==> src/rtl/dgsp_pkg.sv <==
// ----------------------------------------------------------------------------
// dgsp_pkg
// Shared types and constants for the dense graph shortest path engine.
// ----------------------------------------------------------------------------
package dgsp_pkg;

  localparam int DEF_MAX_VERTICES = 16;
  localparam int DEF_WEIGHT_BITS  = 16;

  localparam int ROW_W      = 4;
  localparam int COL_W      = 4;
  localparam int WEIGHT_W   = 16;
  localparam int VERTEX_W   = 4;
  localparam int DIST_W     = 20;
  localparam int VC_W       = 5;
  localparam int SRC_W      = 4;
  localparam int CFG_IDX_W  = 2;
  localparam int CFG_DATA_W = 5;

  localparam logic [DIST_W-1:0] DIST_MAX = {DIST_W{1'b1}};

  localparam logic [CFG_IDX_W-1:0] REG_VERTEX_COUNT  = 2'd0;
  localparam logic [CFG_IDX_W-1:0] REG_SOURCE_VERTEX = 2'd1;

  localparam logic [VC_W-1:0]  VERTEX_COUNT_RST  = 5'd16;
  localparam logic [SRC_W-1:0] SOURCE_VERTEX_RST = 4'd0;

  typedef enum logic [3:0] {
    ST_IDLE,
    ST_INIT,
    ST_SCAN,
    ST_MARK,
    ST_RELAX,
    ST_ROUND,
    ST_OUT_READ,
    ST_OUT_LOAD,
    ST_OUT_HOLD
  } state_t;

  typedef struct packed {
    logic write_entry;
    logic init;
    logic scan;
    logic mark;
    logic relax;
    logic next_round;
    logic out_load;
    logic out_take;
  } dgsp_cmd_t;

  typedef struct packed {
    logic sweep_done;
    logic best_reach;
    logic round_last;
    logic out_last;
    logic out_valid;
  } dgsp_status_t;

endpackage

==> src/rtl/dgsp_ctrl.sv <==
// ----------------------------------------------------------------------------
// dgsp_ctrl
// Sequencer: loads matrix entries, steps the select and relax sweeps of each
// round, then hands results out one vertex at a time.
// ----------------------------------------------------------------------------
module dgsp_ctrl import dgsp_pkg::*; (
  input  logic         clk,
  input  logic         rst,
  input  logic         in_valid,
  input  logic         final_entry,
  input  logic         out_stall,
  input  dgsp_status_t status,
  output logic         in_stall,
  output dgsp_cmd_t    cmd
);

  state_t state;
  state_t state_next;
  logic   out_take;

  assign out_take = status.out_valid && !out_stall;

  always_ff @(posedge clk) begin
    if (rst) begin
      state <= ST_IDLE;
    end else begin
      state <= state_next;
    end
  end

  always_comb begin
    state_next = state;
    case (state)
      ST_IDLE: begin
        if (in_valid && final_entry) state_next = ST_INIT;
      end
      ST_INIT:  state_next = ST_SCAN;
      ST_SCAN: begin
        if (status.sweep_done) state_next = ST_MARK;
      end
      ST_MARK: begin
        state_next = status.best_reach ? ST_RELAX : ST_ROUND;
      end
      ST_RELAX: begin
        if (status.sweep_done) state_next = ST_ROUND;
      end
      ST_ROUND: begin
        state_next = status.round_last ? ST_OUT_READ : ST_SCAN;
      end
      ST_OUT_READ: state_next = ST_OUT_LOAD;
      ST_OUT_LOAD: state_next = ST_OUT_HOLD;
      ST_OUT_HOLD: begin
        if (out_take) state_next = status.out_last ? ST_IDLE : ST_OUT_READ;
      end
      default: state_next = ST_IDLE;
    endcase
  end

  always_comb begin
    cmd      = '0;
    in_stall = 1'b1;
    case (state)
      ST_IDLE: begin
        in_stall        = 1'b0;
        cmd.write_entry = in_valid;
      end
      ST_INIT:     cmd.init = 1'b1;
      ST_SCAN:     cmd.scan = !status.sweep_done;
      ST_MARK:     cmd.mark = 1'b1;
      ST_RELAX:    cmd.relax = !status.sweep_done;
      ST_ROUND:    cmd.next_round = 1'b1;
      ST_OUT_READ: cmd = '0;
      ST_OUT_LOAD: cmd.out_load = 1'b1;
      ST_OUT_HOLD: cmd.out_take = out_take;
      default:     cmd = '0;
    endcase
  end

endmodule

==> config.mk <==
export PLATFORM = sky130hd
export DESIGN_NAME = dgsp_ctrl
export DESIGN_NICKNAME = d
export VERILOG_FILES = /design/src/rtl/dgsp_pkg.sv /design/src/rtl/dgsp_ctrl.sv
export SDC_FILE = /design/constraint.sdc
export NUM_CORES = 1
export LEC_CHECK = 0
export BUFFER_PORTS_ARGS = -buffer_cell sky130_fd_sc_hd__buf_4
export CAP_MARGIN = 20
export CORE_AREA = 2 2 39 41
export CTS_CLUSTER_DIAMETER = 50
export CTS_CLUSTER_SIZE = 10
export DETAILED_ROUTE_END_ITERATION = 12
export DIE_AREA = 0 0 41 43
export HOLD_SLACK_MARGIN = 0.02
export PLACE_DENSITY = 0.62
export SKIP_LAST_GASP = 1
export SLEW_MARGIN = 20
export SYNTH_ARGS = -nofsm -noshare
export SYNTH_HDL_FRONTEND = slang
export SYNTH_SLANG_ARGS = --single-unit
==> constraint.sdc <==
create_clock -name clk -period 1.7 [get_ports clk]
set_input_delay 0.255 -clock clk [delete_from_list [all_inputs] [get_ports clk]]
set_output_delay 0.255 -clock clk [all_outputs]
set_load 0.01 [all_outputs]
# Word-level counts from Yosys, hierarchy flattened
# Index checks and enable logic that the tools add are counted.
# totals
ff_bits	4
in_bits	10
word_cells	36
# op_classes
eq_ne	12
mux	17
n_reduce_logical	6
# ops
operator	count
one-hot mux 4 bit (9 select lines)	1
equality test 4 x 3 -> 1 bit, second input constant	4
2-to-1 mux 4 bit	4
2-to-1 mux 1 bit	10
equality test 4 x 2 -> 1 bit, second input constant	2
!= test 2 bit, second input constant	4
2-to-1 mux 3 bit	2
equality test 4 x 1 -> 1 bit, second input constant	1
equality test 4 bit, second input constant	1
logical NOT 4 bit	1
AND reduction 4 bit	1
logical AND 1 bit	2
logical NOT 1 bit	2

# Longest topological paths before layout
# Gate-level depths: netlist (run 1).
# logic_depth
ltp_word	4
mapped_depth	5

# Worst setup path after synthesis (run 1)
# Ideal clock, no wire load.
# synth_path
path_kind	reg2out
from	reg state[3]
to	out cmd[3] (netlist name)
t_arrival_ps	1127
setup_slack_ps	318
path_stages_with_launch	4
cell_sequence	dfxtp_1 > clkbuf_1 > or4_1 > inv_1
# synth_rtl
element	line	source
from (decl)	dgsp_ctrl.sv:17	state_t state;
from (signal assigned)	dgsp_ctrl.sv:27	state <= state_next;
to (decl)	dgsp_ctrl.sv:14	output dgsp_cmd_t cmd

==> results of run 1 <==
## where the power goes
part	total [mW]	switching (mW)	internal, mW	leakage (nW)
registers	0.111	0.0108	0.0997	0.0335
clock network	0.119	0.0399	0.0790	0.0138
logic	0.0875	0.0405	0.0470	0.179
## through the flow
stage	hold slack (ps)	util	setup WS, ps	std cells
floorplan	320	-	318	47
global placement	464	0.342	229	79
detailed placement	460	0.342	243	79
CTS	197	0.360	30.4	82
global route	205	0.360	-56.3	82
finish	204	0.360	39.2	82
## per-layer routing
metal | wire, um | share of wire
met4 | 11 | 0.013
met3 | 48 | 0.058
met2 | 394 | 0.48
met1 | 370 | 0.45
met5 | 0 | 0
## logic make-up after synthesis
family                 Yosys count
AOI/OAI and AO/OA                9
buffers and inverters            6
and+or+nand+nor                 28
DFF                              4
## repair_timing
action | CTS | global route
endpoints found under the setup margin | 1 | 3
hold buffers | 0 | 0
setup buffers | 0 | 0
gates resized for setup | 2 | 0
## layout by cell type (no fill, tap or decap), types with 2 or more instances in the layout
cell type / instances
nor3_1: 3
dfxtp_2: 2
nor4_1: 2
nor2_1: 5
nand2b_1: 6
buf_4: 19
a21oi_1: 5
inv_1: 3
nand2_1: 4
dfxtp_1: 2
clkbuf_4: 3
## cell type report
| type | count | share of cell area |
|---|---|---|
| flip-flops and latches | 4 | 0.166 |
| well taps | 16 | 0.0402 |
| repair buffers | 19 | 0.286 |
| clock buffers | 3 | 0.0452 |
| inverters | 3 | 0.0226 |
| multi-input cells | 37 | 0.440 |
## worst max-delay path by stage
stage / from / end / slack, ps / depth (start not counted)
after detailed placement: state[1] / cmd[3] / 240 / 4
after global routing: state[0] / cmd[7] / -60 / 3
final: state[1] / cmd[3] / 40 / 4
after floorplan: state[3] / cmd[3] / 320 / 3
after CTS: state[1] / cmd[3] / 30 / 4
after global placement: state[0] / state[2] / 230 / 4
## worst register-to-register path, cell delays in order, from the launching register on
cell and delay [ps]:
dfxtp_1 450, or4b_4 500, a21oi_1 140, nor3_1 70
a211oi_2 200
==> flow_summary_export.csv, run 1 <==
group,metric,value,unit
power,ir_drop,0.000292,V
grt,grtUsageMet1,0.131,
timing,setup_viol,0,
setup_path,worst-path-buf-inv,2,
yosys,avgSynthCellArea,7.08,um^2
setup_path,slowest_delay,450,ps
yosys,yosysTopAreaCellShare,0.241,
drt,num_vias,389,
drt,vias_per_cell,4.74,
yosys,yosysMostFrequentCell,"nand2b_1",
timing,finalCritPeriodShare,0.977,
setup_path,arrival,1410,ps
yosys,synth.net_count,57,
die,start_util,0.241,
setup_path,critPathMaxFanout,9,
timing,fmax,602,MHz
drt,wl_per_cell,10.1,um
grt,grt_pass1_vias,333,
timing,hold_viol,0,
yosys,ys_top_cells_by_count,"nand2b_1 (6), a21oi_1 (5), nor2_1 (5)",
job,cap_violations,0,
cells_and_area,final_area,498,um^2
setup_path,slowest_stage,"or4_1",
die,die_w,41,um
cells_and_area,areaGrowthSynthToFinish,49.6,%
power,p_total,317,uW
cells_and_area,largest_reg_flops,4,
timing,relSlewSlack,0.720,
place,hpwl,672,um
grt,antenna_found_initial,0,
die,pin_count,19,
cts,clk-insertion-delay-late,240,ps
hold_path,holdPathStages,2,
setup_path,start_kind,"flip-flop",
timing,slew_violations,0,
setup_path,rr_startpoint,"state[3]",
power,cellPowerDensity,637,nW/um^2
cells_and_area,diodes,0,
timing,min_period,1660,ps
grt,top_usage_layer,"met2",
cts,cts_tree,"built",
run_status,outcome,"finished, final reports clean",
setup_path,cpLargestDelayFamily,"simple AND/OR/NAND/NOR gates",
cells_and_area,regMostFlops,"state",
cts,cts_root_buffer,"clkbuf_4",
yosys,ys_seq_elements,4,
die,die-area,1760,um^2
yosys,synth_top_family_by_area,"simple AND/OR/NAND/NOR gates",
cells_and_area,nNetsFinal,78,
cts,cts_buffers,3,
yosys,synth_edf_count,0,
cells_and_area,fill_cells,154,
die,core_area,1380,um^2
timing,finClkSkew,7.15,ps
yosys,synth_xor_area_frac,0,
setup_path,cp_data_required_time,1440,ps
cells_and_area,multi_input_area,219,um^2
cts,cts_buffer_depth,2,
yosys,ys_async_sr_fraction,0,
setup_path,rr_worst_depth,4,
drt,drtIter0Drc,3,
cts,cts_sinks,4,
setup_path,crit_type,"reg -> out",
die,die-height,43,um
place,port_buffers,18,
drt,first_pass_iters,4,
hold_path,holdPathEnd,"state[2]",
grt,grt-ovfl-total,0,
hold_path,min_from,"rst",
timing,worst_pin_slew,416,ps
hold_path,hp-class,"in -> reg",
grt,grt_util_all_layers,0.108,
setup_path,r2r-end,"state[2]",
cells_and_area,reg.largest.list,"state x4",
drt,drc,0,
setup_path,worst_setup_path_end_kind,"output port",
place,place.gp.congestion,0.806,
timing,setup-tns-final,0,ps
cts,clkTransAtPathRegs,40,ps
yosys,syn_inst,47,
grt,use_met2,0.153,
grt,use_met3,0.0314,
cts,htreeDepth,1,
setup_path,worstPathCellList,"nand2b_1 -> or4_1 -> inv_1 -> buf_4",
die,num_rows,14,
yosys,synth_fa_ha_area_frac,0,
yosys,syn-cell-area,333,um^2
setup_path,rrSetupSlack,260,ps
place,dpl-instance-area,473,um^2
yosys,ys_warn_count,0,
timing,rsz0062_at_grt,"yes",
grt,grt_max_degree,11,
power,leakage,0.226,nW
cells_and_area,drive_gt1_frac,0.409,
yosys,synth.area.top_cells,"dfxtp_1 (24%), nand2b_1 (11%), a21oi_1 (7.5%), nor2_1 (5.6%), nor3_1 (4.5%)",
yosys,yosys.area_share.simple,0.485,
yosys,synth-main-ff-cell,"dfxtp_1",
yosys,seq_area_frac_synth,0.241,
drt,finalWirelength,825,um
yosys,ys_types,23,
yosys,muxShareOfSynthArea,0,
grt,grt_pass1_wl,1.28,mm
yosys,synth-compound-area-share,0.173,
cells_and_area,seq_area,82.6,um^2
yosys,yosysTopAreaCell,"dfxtp_1",
drt,antenna_left,0,
Note: power is estimated with default switching activity, not from simulation.
==> run 2, diff against run 1 <==
--- a/config.mk
+++ b/config.mk
@@ -7,13 +7,15 @@
 export LEC_CHECK = 0
 export BUFFER_PORTS_ARGS = -buffer_cell sky130_fd_sc_hd__buf_4
 export CAP_MARGIN = 20
-export CORE_AREA = 2 2 39 41
+export CELL_PAD_IN_SITES_DETAIL_PLACEMENT = 1
+export CELL_PAD_IN_SITES_GLOBAL_PLACEMENT = 2
+export CORE_MARGIN = 2
+export CORE_UTILIZATION = 19
 export CTS_CLUSTER_DIAMETER = 50
 export CTS_CLUSTER_SIZE = 10
 export DETAILED_ROUTE_END_ITERATION = 12
-export DIE_AREA = 0 0 41 43
 export HOLD_SLACK_MARGIN = 0.02
-export PLACE_DENSITY = 0.62
+export PLACE_DENSITY = 0.82
 export SKIP_LAST_GASP = 1
 export SLEW_MARGIN = 20
 export SYNTH_ARGS = -nofsm -noshare
==> flow_summary_export.csv, run 2 (same netlist as run 1, synthesis figures left out) <==
group,metric,value,unit
run_status,outcome,"finished, final reports clean",
grt,use_met3,0.0714,
grt,grt_max_degree,14,
timing,hold_viol,0,
grt,grt_pass1_wl,1.64,mm
timing,worst_pin_slew,387,ps
cells_and_area,largest_reg_flops,4,
setup_path,slowest_stage,"or4_4",
setup_path,crit_type,"reg -> out",
die,pin_count,19,
die,die_w,45.9,um
cts,cts_sinks,4,
timing,relSlewSlack,0.740,
cts,cts_buffer_depth,2,
cells_and_area,final_common_cell,"buf_4",
setup_path,cp.depth,4,
grt,antenna_found_initial,0,
cts,htreeDepth,1,
die,die-area,2100,um^2
drt,first_pass_iters,2,
setup_path,worst-path-buf-inv,2,
timing,timing.final.ws_setup,81.1,ps
timing,min_period,1620,ps
setup_path,start_kind,"flip-flop",
cells_and_area,diodes,0,
hold_path,hp-class,"in -> reg",
drt,finalWirelength,946,um
drt,antenna_left,0,
setup_path,arrival,1360,ps
setup_path,worstPathCellList,"nand2b_4 -> or4_4 -> inv_1 -> buf_4",
timing,finalCritPeriodShare,0.952,
hold_path,holdPathStages,2,
timing,setup_viol,0,
setup_path,cp_data_required_time,1440,ps
cells_and_area,most-common-layout-cells,"buf_4 (18), nand2b_1 (5), nor2_1 (5), a21oi_1 (5)",
cells_and_area,reg.largest.list,"state x4",
cells_and_area,multi_input_area,236,um^2
setup_path,critPathMaxFanout,9,
timing,finClkSkew,2.00,ps
timing,fmax,618,MHz
power,leakage,0.226,nW
setup_path,worst_setup_path_end_kind,"output port",
cts,cts_root_buffer,"clkbuf_4",
drt,vias_per_cell,4.87,
grt,top_usage_layer,"met2",
cts,clk-insertion-delay-late,240,ps
setup_path,cpLargestDelayFamily,"simple AND/OR/NAND/NOR gates",
die,core_area,1690,um^2
place,place_ws,166,ps
die,start_util,0.197,
grt,use_met2,0.178,
grt,grt_pass1_vias,379,
cells_and_area,layoutNonFillerInstCount,82,
timing,rsz0062_at_grt,"no",
timing,setup-tns-final,0,ps
drt,drc,0,
cells_and_area,nNetsFinal,77,
drt,num_vias,399,
cells_and_area,seq_area,85.1,um^2
place,hpwl,798,um
power,cellPowerDensity,629,nW/um^2
cells_and_area,areaGrowthSynthToFinish,53.8,%
die,die-height,45.9,um
cells_and_area,fill_cells,226,
grt,grt-ovfl-total,0,
die,num_rows,15,
timing,slew_violations,0,
cts,post_cts_buffers,0,
drt,drtIter0Drc,5,
setup_path,rr_worst_depth,4,
cts,clkTransAtPathRegs,40,ps
timing,hold_ws,205,ps
cts,cts_buffers,3,
cells_and_area,regMostFlops,"state",
job,cap_violations,0,
cells_and_area,drive_gt1_frac,0.477,
grt,grt_util_all_layers,0.112,
place,place.gp.congestion,0.758,
cts,cts_tree,"built",
setup_path,slowest_delay,420,ps
power,ir_drop,0.000320,V
place,dpl.cell_count,79,
drt,wl_per_cell,11.5,um
place,port_buffers,18,
grt,grtUsageMet1,0.115,
run 2: repair_timing:
item | CTS | global route
hold buffers | 0 | 0
gates resized for setup | 2 | 5
setup endpoints to repair | 1 | 4
hold endpoints to repair | 0 | 0
run 2: final timing paths:
check | start | end | slack (ps)
max | state[1] | cmd[3] | 80
min | rst | state[2] | 200
max reg2reg | state[3] | state[2] | 280
min reg2reg | state[3] | state[0] | 560
run 2: power by group:
part / switching [mW] / internal [mW]
Sequential: 0.0120 / 0.101
Clock: 0.0382 / 0.0789
Combinational: 0.0422 / 0.0500
Total: 0.0924 / 0.229
run 2: layout make-up:
type                            count  share of cell area
Timing Repair Buffer               18               0.264
Inverter                            3              0.0220
Sequential cell                     4               0.166
Clock buffer                        3              0.0440
Multi-Input combinational cell     37               0.462
Tap cell                           17              0.0416
run 2: metrics by stage:
stage                     total power [mW]  utilization  instance area (um^2)
after global routing                 0.348        0.303                   512
after detailed placement             0.202        0.276                   467
after floorplan                      0.163            -                   333
after global placement               0.202        0.276                   467
final                                0.322        0.303                   512
after CTS                            0.325        0.291                   492
run 2: metal layers:
| layer | vias to the layer above | wire length (um) |
|---|---|---|
| met5 | - | 0 |
| met4 | 0 | 0 |
| met3 | 0 | 77 |
| met2 | 10 | 465 |
| met1 | 184 | 403 |
| li1 | 205 | - |
run 2: worst reg2reg max path: cells and delay by family, from the launching register on:
| kind | cells | cell delay, ps |
|---|---|---|
| simple gates | 2 | 570 |
| flops | 1 | 430 |
| compound gates | 2 | 330 |
